`src/pae_pkg.sv`:
```
// Shared types and constants for the positional array engine.
`timescale 1ns / 1ps

package pae_pkg;

    localparam int VAL_W  = 32;
    localparam int POS_W  = 4;
    localparam int FUNC_W = 3;

    typedef enum logic [FUNC_W-1:0] {
        FN_CLEAR   = 3'd0,
        FN_INSERT  = 3'd1,
        FN_DELETE  = 3'd2,
        FN_REVERSE = 3'd3,
        FN_SEARCH  = 3'd4,
        FN_DISPLAY = 3'd5
    } func_t;

    // One cycle's request from the sequencer to the entry store.
    typedef struct packed {
        logic                    clr_all;
        logic                    rd_en;
        logic [POS_W-1:0]        rd_addr;
        logic                    wr_en;
        logic [POS_W-1:0]        wr_addr;
        logic signed [VAL_W-1:0] wr_data;
    } store_req_t;

endpackage

```
`src/pae_store.sv`:
```
// Entry store: one write port, one registered read port, per-entry valid bits.
`timescale 1ns / 1ps

module pae_store
    import pae_pkg::*;
#(
    parameter int DEPTH = 8
)
(
    input  logic                    clk,
    input  logic                    rst_n,
    input  store_req_t              req,
    output logic signed [VAL_W-1:0] rd_data
);

    localparam int AW = $clog2(DEPTH);

    logic signed [VAL_W-1:0] mem [DEPTH];
    logic [DEPTH-1:0]        vld_reg;
    logic signed [VAL_W-1:0] rd_data_reg;
    logic                    rd_vld_reg;

    always_ff @(posedge clk)
    begin
        if (req.wr_en)
        begin
            mem[req.wr_addr[AW-1:0]] <= req.wr_data;
        end
        if (req.rd_en)
        begin
            rd_data_reg <= mem[req.rd_addr[AW-1:0]];
        end
    end

    // An entry never written since reset or clear reads as zero.
    always_ff @(posedge clk or negedge rst_n)
    begin
        if (!rst_n)
        begin
            vld_reg    <= '0;
            rd_vld_reg <= 1'b0;
        end
        else
        begin
            if (req.clr_all)
            begin
                vld_reg <= '0;
            end
            else if (req.wr_en)
            begin
                vld_reg[req.wr_addr[AW-1:0]] <= 1'b1;
            end
            if (req.rd_en)
            begin
                rd_vld_reg <= vld_reg[req.rd_addr[AW-1:0]];
            end
        end
    end

    assign rd_data = rd_vld_reg ? rd_data_reg : '0;

endmodule

```
`src/pae_seq.sv`:
```
// Sequencer: steps each command through the entry store and drives the result register.
`timescale 1ns / 1ps

module pae_seq
    import pae_pkg::*;
#(
    parameter int DEPTH = 8
)
(
    input  logic                    clk,
    input  logic                    rst_n,
    input  logic                    in_valid,
    output logic                    in_ready,
    input  logic [FUNC_W-1:0]       func,
    input  logic [POS_W-1:0]        position,
    input  logic signed [VAL_W-1:0] data_value,
    output logic                    out_valid,
    input  logic                    out_ready,
    output logic signed [VAL_W-1:0] entry_value,
    output logic [POS_W-1:0]        entry_index,
    output logic                    found,
    output logic [POS_W-1:0]        found_position,
    output logic                    error,
    output logic                    last,
    output store_req_t              req,
    input  logic signed [VAL_W-1:0] rd_data
);

    localparam logic [POS_W-1:0] TOP_IDX = POS_W'(DEPTH - 1);

    typedef enum logic [3:0] {
        S_IDLE,
        S_MV_RD,
        S_MV_WR,
        S_FIN_WR,
        S_RV_RDA,
        S_RV_RDB,
        S_RV_WRA,
        S_RV_WRB,
        S_SR_RD,
        S_SR_CMP,
        S_DS_RD,
        S_DS_OUT,
        S_RESP
    } state_t;

    state_t                  state_reg, state_next;
    logic [POS_W-1:0]        idx_reg, idx_next;
    logic [POS_W-1:0]        stop_reg, stop_next;
    logic                    up_reg, up_next;
    logic signed [VAL_W-1:0] key_reg, key_next;
    logic signed [VAL_W-1:0] hold_reg, hold_next;
    logic                    rfound_reg, rfound_next;
    logic [POS_W-1:0]        rpos_reg, rpos_next;
    logic                    rerr_reg, rerr_next;

    logic                    out_valid_reg, out_valid_next;
    logic signed [VAL_W-1:0] value_reg, value_next;
    logic [POS_W-1:0]        index_reg, index_next;
    logic                    found_reg, found_next;
    logic [POS_W-1:0]        fpos_reg, fpos_next;
    logic                    err_reg, err_next;
    logic                    last_reg, last_next;

    logic out_free;
    logic pos_ok;

    assign out_free = !out_valid_reg || out_ready;
    assign pos_ok   = (position != '0) && (position <= TOP_IDX + POS_W'(1));
    assign in_ready = (state_reg == S_IDLE);

    always_comb
    begin
        state_next     = state_reg;
        idx_next       = idx_reg;
        stop_next      = stop_reg;
        up_next        = up_reg;
        key_next       = key_reg;
        hold_next      = hold_reg;
        rfound_next    = rfound_reg;
        rpos_next      = rpos_reg;
        rerr_next      = rerr_reg;
        out_valid_next = out_valid_reg && !out_ready;
        value_next     = value_reg;
        index_next     = index_reg;
        found_next     = found_reg;
        fpos_next      = fpos_reg;
        err_next       = err_reg;
        last_next      = last_reg;
        req            = '0;

        case (state_reg)
            S_IDLE:
            begin
                if (in_valid)
                begin
                    key_next    = data_value;
                    rfound_next = 1'b0;
                    rpos_next   = '0;
                    rerr_next   = 1'b0;
                    case (func_t'(func))
                        FN_CLEAR:
                        begin
                            req.clr_all = 1'b1;
                            state_next  = S_RESP;
                        end
                        FN_INSERT:
                        begin
                            if (pos_ok)
                            begin
                                up_next    = 1'b1;
                                idx_next   = TOP_IDX;
                                stop_next  = position - POS_W'(1);
                                state_next = S_MV_RD;
                            end
                            else
                            begin
                                rerr_next  = 1'b1;
                                state_next = S_RESP;
                            end
                        end
                        FN_DELETE:
                        begin
                            if (pos_ok)
                            begin
                                up_next    = 1'b0;
                                idx_next   = position - POS_W'(1);
                                stop_next  = TOP_IDX;
                                state_next = S_MV_RD;
                            end
                            else
                            begin
                                rerr_next  = 1'b1;
                                state_next = S_RESP;
                            end
                        end
                        FN_REVERSE:
                        begin
                            idx_next   = '0;
                            stop_next  = TOP_IDX;
                            state_next = S_RV_RDA;
                        end
                        FN_SEARCH:
                        begin
                            idx_next   = '0;
                            state_next = S_SR_RD;
                        end
                        FN_DISPLAY:
                        begin
                            idx_next   = '0;
                            state_next = S_DS_RD;
                        end
                        default:
                        begin
                            rerr_next  = 1'b1;
                            state_next = S_RESP;
                        end
                    endcase
                end
            end

            // Move one entry per S_MV_RD/S_MV_WR pair: towards the end for insert, into the deleted slot for delete.
            S_MV_RD:
            begin
                if (idx_reg == stop_reg)
                begin
                    state_next = S_FIN_WR;
                end
                else
                begin
                    req.rd_en   = 1'b1;
                    req.rd_addr = up_reg ? idx_reg - POS_W'(1) : idx_reg + POS_W'(1);
                    state_next  = S_MV_WR;
                end
            end

            S_MV_WR:
            begin
                req.wr_en   = 1'b1;
                req.wr_addr = idx_reg;
                req.wr_data = rd_data;
                idx_next    = up_reg ? idx_reg - POS_W'(1) : idx_reg + POS_W'(1);
                state_next  = S_MV_RD;
            end

            // Insert writes the new value; delete zero-fills the end.
            S_FIN_WR:
            begin
                req.wr_en   = 1'b1;
                req.wr_addr = idx_reg;
                req.wr_data = up_reg ? key_reg : '0;
                state_next  = S_RESP;
            end

            S_RV_RDA:
            begin
                if (idx_reg < stop_reg)
                begin
                    req.rd_en   = 1'b1;
                    req.rd_addr = idx_reg;
                    state_next  = S_RV_RDB;
                end
                else
                begin
                    state_next = S_RESP;
                end
            end

            S_RV_RDB:
            begin
                hold_next   = rd_data;
                req.rd_en   = 1'b1;
                req.rd_addr = stop_reg;
                state_next  = S_RV_WRA;
            end

            S_RV_WRA:
            begin
                req.wr_en   = 1'b1;
                req.wr_addr = idx_reg;
                req.wr_data = rd_data;
                state_next  = S_RV_WRB;
            end

            S_RV_WRB:
            begin
                req.wr_en   = 1'b1;
                req.wr_addr = stop_reg;
                req.wr_data = hold_reg;
                idx_next    = idx_reg + POS_W'(1);
                stop_next   = stop_reg - POS_W'(1);
                state_next  = S_RV_RDA;
            end

            S_SR_RD:
            begin
                req.rd_en   = 1'b1;
                req.rd_addr = idx_reg;
                state_next  = S_SR_CMP;
            end

            S_SR_CMP:
            begin
                if (rd_data == key_reg)
                begin
                    rfound_next = 1'b1;
                    rpos_next   = idx_reg + POS_W'(1);
                    state_next  = S_RESP;
                end
                else if (idx_reg == TOP_IDX)
                begin
                    state_next = S_RESP;
                end
                else
                begin
                    idx_next   = idx_reg + POS_W'(1);
                    state_next = S_SR_RD;
                end
            end

            S_DS_RD:
            begin
                req.rd_en   = 1'b1;
                req.rd_addr = idx_reg;
                state_next  = S_DS_OUT;
            end

            // Hold the read data until the result register frees up.
            S_DS_OUT:
            begin
                if (out_free)
                begin
                    out_valid_next = 1'b1;
                    value_next     = rd_data;
                    index_next     = idx_reg;
                    found_next     = 1'b0;
                    fpos_next      = '0;
                    err_next       = 1'b0;
                    last_next      = (idx_reg == TOP_IDX);
                    if (idx_reg == TOP_IDX)
                    begin
                        state_next = S_IDLE;
                    end
                    else
                    begin
                        idx_next   = idx_reg + POS_W'(1);
                        state_next = S_DS_RD;
                    end
                end
            end

            S_RESP:
            begin
                if (out_free)
                begin
                    out_valid_next = 1'b1;
                    value_next     = '0;
                    index_next     = '0;
                    found_next     = rfound_reg;
                    fpos_next      = rpos_reg;
                    err_next       = rerr_reg;
                    last_next      = 1'b1;
                    state_next     = S_IDLE;
                end
            end

            default:
            begin
                state_next = S_IDLE;
            end
        endcase
    end

    always_ff @(posedge clk or negedge rst_n)
    begin
        if (!rst_n)
        begin
            state_reg     <= S_IDLE;
            out_valid_reg <= 1'b0;
            idx_reg       <= '0;
            stop_reg      <= '0;
            up_reg        <= 1'b0;
            rfound_reg    <= 1'b0;
            rpos_reg      <= '0;
            rerr_reg      <= 1'b0;
            key_reg       <= '0;
            hold_reg      <= '0;
            value_reg     <= '0;
            index_reg     <= '0;
            found_reg     <= 1'b0;
            fpos_reg      <= '0;
            err_reg       <= 1'b0;
            last_reg      <= 1'b0;
        end
        else
        begin
            state_reg     <= state_next;
            out_valid_reg <= out_valid_next;
            idx_reg       <= idx_next;
            stop_reg      <= stop_next;
            up_reg        <= up_next;
            rfound_reg    <= rfound_next;
            rpos_reg      <= rpos_next;
            rerr_reg      <= rerr_next;
            key_reg       <= key_next;
            hold_reg      <= hold_next;
            value_reg     <= value_next;
            index_reg     <= index_next;
            found_reg     <= found_next;
            fpos_reg      <= fpos_next;
            err_reg       <= err_next;
            last_reg      <= last_next;
        end
    end

    assign out_valid      = out_valid_reg;
    assign entry_value    = value_reg;
    assign entry_index    = index_reg;
    assign found          = found_reg;
    assign found_position = fpos_reg;
    assign error          = err_reg;
    assign last           = last_reg;

    a_no_clr_with_wr: assert property (@(posedge clk) disable iff (!rst_n)
        !(req.clr_all && req.wr_en))
        else $error("clear and write issued together");

    a_index_range: assert property (@(posedge clk) disable iff (!rst_n)
        out_valid_reg |-> (index_reg <= TOP_IDX))
        else $error("displayed index beyond array");

    a_err_alone: assert property (@(posedge clk) disable iff (!rst_n)
        (out_valid_reg && err_reg) |-> (!found_reg && last_reg))
        else $error("error result carries a match or no last mark");

    a_found_pos: assert property (@(posedge clk) disable iff (!rst_n)
        (out_valid_reg && found_reg) |-> (fpos_reg != '0 && fpos_reg <= TOP_IDX + POS_W'(1)))
        else $error("match position out of range");

    a_busy_store: assert property (@(posedge clk) disable iff (!rst_n)
        (state_reg != S_IDLE) |-> !req.clr_all)
        else $error("clear issued mid-command");

endmodule

```
`src/positional_array_engine.sv`:
```
// Clear or a rejected command goes straight to the result; insert and delete shift entries with
// a read and a write each; reverse swaps pairs from both ends; search and display read in order.
// One command at a time: a single entry-store read port and write port carry every move,
// swap, compare and display step, and the input is not ready until the command ends.
// Results leave through an output register, so the next command starts while one waits.
// Reset (asynchronous, active low) empties the output register and makes every entry read zero.
`timescale 1ns / 1ps

module positional_array_engine
    import pae_pkg::*;
#(
    parameter int DEPTH = 8
)
(
    input  logic                    clk,
    input  logic                    rst_n,
    input  logic                    in_valid,
    output logic                    in_ready,
    input  logic [FUNC_W-1:0]       func,
    input  logic [POS_W-1:0]        position,
    input  logic signed [VAL_W-1:0] data_value,
    output logic                    out_valid,
    input  logic                    out_ready,
    output logic signed [VAL_W-1:0] entry_value,
    output logic [POS_W-1:0]        entry_index,
    output logic                    found,
    output logic [POS_W-1:0]        found_position,
    output logic                    error,
    output logic                    last
);

    store_req_t              req;
    logic signed [VAL_W-1:0] rd_data;

    pae_seq #(
        .DEPTH (DEPTH)
    ) u_seq (
        .clk            (clk),
        .rst_n          (rst_n),
        .in_valid       (in_valid),
        .in_ready       (in_ready),
        .func           (func),
        .position       (position),
        .data_value     (data_value),
        .out_valid      (out_valid),
        .out_ready      (out_ready),
        .entry_value    (entry_value),
        .entry_index    (entry_index),
        .found          (found),
        .found_position (found_position),
        .error          (error),
        .last           (last),
        .req            (req),
        .rd_data        (rd_data)
    );

    pae_store #(
        .DEPTH (DEPTH)
    ) u_store (
        .clk     (clk),
        .rst_n   (rst_n),
        .req     (req),
        .rd_data (rd_data)
    );

endmodule
```
`config.mk`:
```
export PLATFORM = sky130hd
export DESIGN_NAME = positional_array_engine
export DESIGN_NICKNAME = d
export VERILOG_FILES = /design/src/pae_pkg.sv /design/src/pae_store.sv /design/src/pae_seq.sv /design/src/positional_array_engine.sv
export SDC_FILE = /design/constraint.sdc
export NUM_CORES = 1
export LEC_CHECK = 0
export BUFFER_PORTS_ARGS = -buffer_cell sky130_fd_sc_hd__buf_2
export CAP_MARGIN = 20
export CORE_ASPECT_RATIO = 0.8
export CORE_MARGIN = 5
export CORE_UTILIZATION = 50
export CTS_CLUSTER_DIAMETER = 200
export DETAILED_ROUTE_END_ITERATION = 16
export GPL_TIMING_DRIVEN = 0
export PLACE_DENSITY_LB_ADDON = 0.08
export REMOVE_ABC_BUFFERS = 1
export SLEW_MARGIN = 20
export SYNTH_ARGS = -nofsm -noshare
export SYNTH_HDL_FRONTEND = slang
export SYNTH_SLANG_ARGS = --single-unit
```
`constraint.sdc`:
```
create_clock -name clk -period 3.7 [get_ports clk]
set_clock_uncertainty 0.05 [all_clocks]
set_input_delay 0.555 -clock clk [delete_from_list [all_inputs] [get_ports clk]]
set_output_delay 0.555 -clock clk [all_outputs]
set_load 0.03 [all_outputs]
```
==> flow_metrics.env <==
export IMPL_nets=1646
export IMPL_die_x_microns=227
export IMPL_drt_vias_per_instance=5.86
export IMPL_yosysWarnings=0
export IMPL_num_vias=12425
export IMPL_clk_latency_ps=560
export IMPL_drt_wirelength_per_cell_microns=23.1
export IMPL_core_rowCount=63
export IMPL_synth_avg_cell_area_sq_um=12.6
export IMPL_synth_edff_count=288
export IMPL_hold_path_class="in2reg"
export IMPL_drv_slew=0
export IMPL_overflow=0
export IMPL_fin_crit_ps=3500
export IMPL_ios=88
export IMPL_dp_hpwl_microns=31600
export IMPL_finalSetupViolCount=0
export IMPL_critical_path_endpoint_type="register"
export IMPL_worst_setup_path_start_kind="register"
export IMPL_power_per_cell_area_mw_per_mm2=942
export IMPL_status="finished, final reports clean"
export IMPL_crit_type="reg2reg"
export IMPL_netlist_area_sq_mm=0.0188
export IMPL_ys_async_sr_fraction=0.321
export IMPL_antenna_found_initial=1
export IMPL_cp_required_ps=3960
export IMPL_port_buffer_count=87
export IMPL_largest_register_ffs=256
export IMPL_clock_path_buffers=3
export IMPL_drtAntennaViolNets=0
export IMPL_coreArea_sq_mm=0.0371
export IMPL_hold_depth=3
export IMPL_clk_pin_slew_ps=60
export IMPL_max_freq_mhz=286
export IMPL_dp_worst_setup_slack_ps=-694
export IMPL_yosysSeqAreaShare=0.640
export IMPL_multi_input_area_sq_mm=0.00634
export IMPL_drcViolationCount=0
export IMPL_nFillCells=2987
export IMPL_die_h_microns=184
export IMPL_drive_gt1_frac=0.172
export IMPL_vdd_drop_max_mv=0.493
export IMPL_grt_pass1_wl_microns=74100
export IMPL_grt_pass1_vias=12005
export IMPL_regArea_sq_mm=0.0121
export IMPL_syn_inst=1491
export IMPL_gp_congestion=0.846
export IMPL_synth_flop_cell="edfxtp_1"
export IMPL_whs_ps=132
export IMPL_finalCritPeriodShare=0.945
export IMPL_dr_pass1_iters=5
export IMPL_htreeDepth=2
export IMPL_worstMarginPinSlew_ps=945
export IMPL_final_common_cell="edfxtp_1"
export IMPL_cts_tree="done"
export IMPL_relSlewSlack=0.369
export IMPL_setup_ws_ps=202
export IMPL_cts_sinks=424
export IMPL_die_area_sq_mm=0.0417
export IMPL_root_buffer="clkbuf_16"
export IMPL_reg2regPathDepth=14
export IMPL_routed_wirelength_microns=49000
export IMPL_critical_path_arrival_ps=3760
export IMPL_grt_max_degree=90
export IMPL_cap_viol_max_count=0
export IMPL_track_usage=0.234
export IMPL_area_delta_synth_final_pct=17.2
export IMPL_initial_utilization=0.507
export IMPL_cts_buffers=44
export IMPL_ys_types=67
export IMPL_drtIter0Drc=1085
export IMPL_p_leak_nw=9.33
export IMPL_layout_common_cells="edfxtp_1, nand2_1, mux2i_1"
export IMPL_worstPathMaxFanout=11
export IMPL_synth_seq_cells=424
export IMPL_rsz0062_at_grt="false"
export IMPL_hold_viol=0
metal layers:
| layer | global-route usage | part of all wire | wire, microns | vias to the layer above |
|---|---|---|---|---|
| li1 | - | - | - | 5710 |
| met2 | 0.356 | 0.45 | 21800 | 426 |
| met4 | 0.0564 | 0.018 | 896 | 0 |
| met5 | 0 | 0 | 0 | - |
| met1 | 0.358 | 0.47 | 23000 | 6216 |
| met3 | 0.0348 | 0.068 | 3330 | 73 |
final timing paths:
check,startpoint,slack (ps),to
worst max-delay path,u_seq.stop_reg[1],200,u_store.rd_data_reg[16]
worst min-delay path,data_value[5],130,u_seq.key_reg[5]
worst max register to register,u_seq.stop_reg[1],200,u_store.rd_data_reg[16]
worst min register to register,u_seq.entry_index[3],420,u_seq.entry_index[3]
min in group asynchronous,rst_n,460,u_seq.hold_reg[29]
max in group asynchronous,rst_n,2300,u_seq.state_reg[0]
synthesized netlist by cell type (14+ instances only):
master / number / area [sq um]
a21oi_1: 50 / 250
buf_2: 14 / 70.1
clkbuf_1: 66 / 248
dfrtp_1: 136 / 3400
edfxtp_1: 288 / 8650
inv_1: 19 / 71.3
mux2_2: 33 / 372
mux2i_1: 199 / 1990
nand2_1: 228 / 856
nand2b_1: 14 / 87.6
nand3_1: 57 / 285
nor2_1: 63 / 236
o21ai_0: 99 / 495
o22ai_1: 14 / 87.6
o31ai_1: 27 / 203
xor2_1: 14 / 123
area by class of cell:
cell class,count,area share
antenna,1,0.000113
clock buffer,64,0.0547
clock inverter,18,0.00981
inverter,19,0.00323
multi-input combinational,948,0.287
sequential,424,0.547
tap,487,0.0276
timing repair buffer,158,0.0704
logic make-up after synthesis:
kind of cell	after synthesis	synth area share
xor gates and xnor gates	21	0.00977
AOI/OAI and AO/OA	261	0.0878
DFF	424	0.640
and+or+nand+nor	423	0.101
adders and majority gates	9	0.00585
muxes	234	0.127
buffers and inverters	119	0.0292
through the flow:
stage	area, sq um	cells	TNS (ps)	power (W)	util
final	22100	2119	0	0.0208	0.594
after global routing	22100	2118	0	0.0219	0.594
after CTS	22000	2107	0	0.0207	0.592
after detailed placement	20500	2020	-11650	0.0162	0.552
after global placement	19400	1965	-2071870	0.0141	0.522
after floorplan	18400	1391	-303930	0.0122	-
worst max-delay path, cell delays in order (launching register included):
cell	delay [ps]
dfrtp_2	460
inv_1	130
ha_1	320
nand2b_1	70
a21oi_2	220
o32ai_4	160
a221oi_4	340
buf_6	170
buf_4	160
buf_6	190
buf_6	220
buf_8	180
mux2i_1	200
mux2i_1	110
mux2_2	270
power breakdown:
group	switching [W]	internal (W)	leakage (nW)	total, W
Combinational	0.00497	0.00367	4.26	0.00864
Sequential	0.00112	0.00659	4.38	0.00771
Clock	0.00182	0.00262	0.686	0.00443
Total	0.00790	0.0129	9.33	0.0208
repair_timing:
item                                    in CTS  in global routing
hold endpoints to repair                    47                  0
pin swaps                                    2                  2
gates resized for setup                      5                  2
hold buffers                                 1                  0
endpoints found under the setup margin      29                 17
buffers inserted                             4                 11
(Power assumes the default switching activity.)
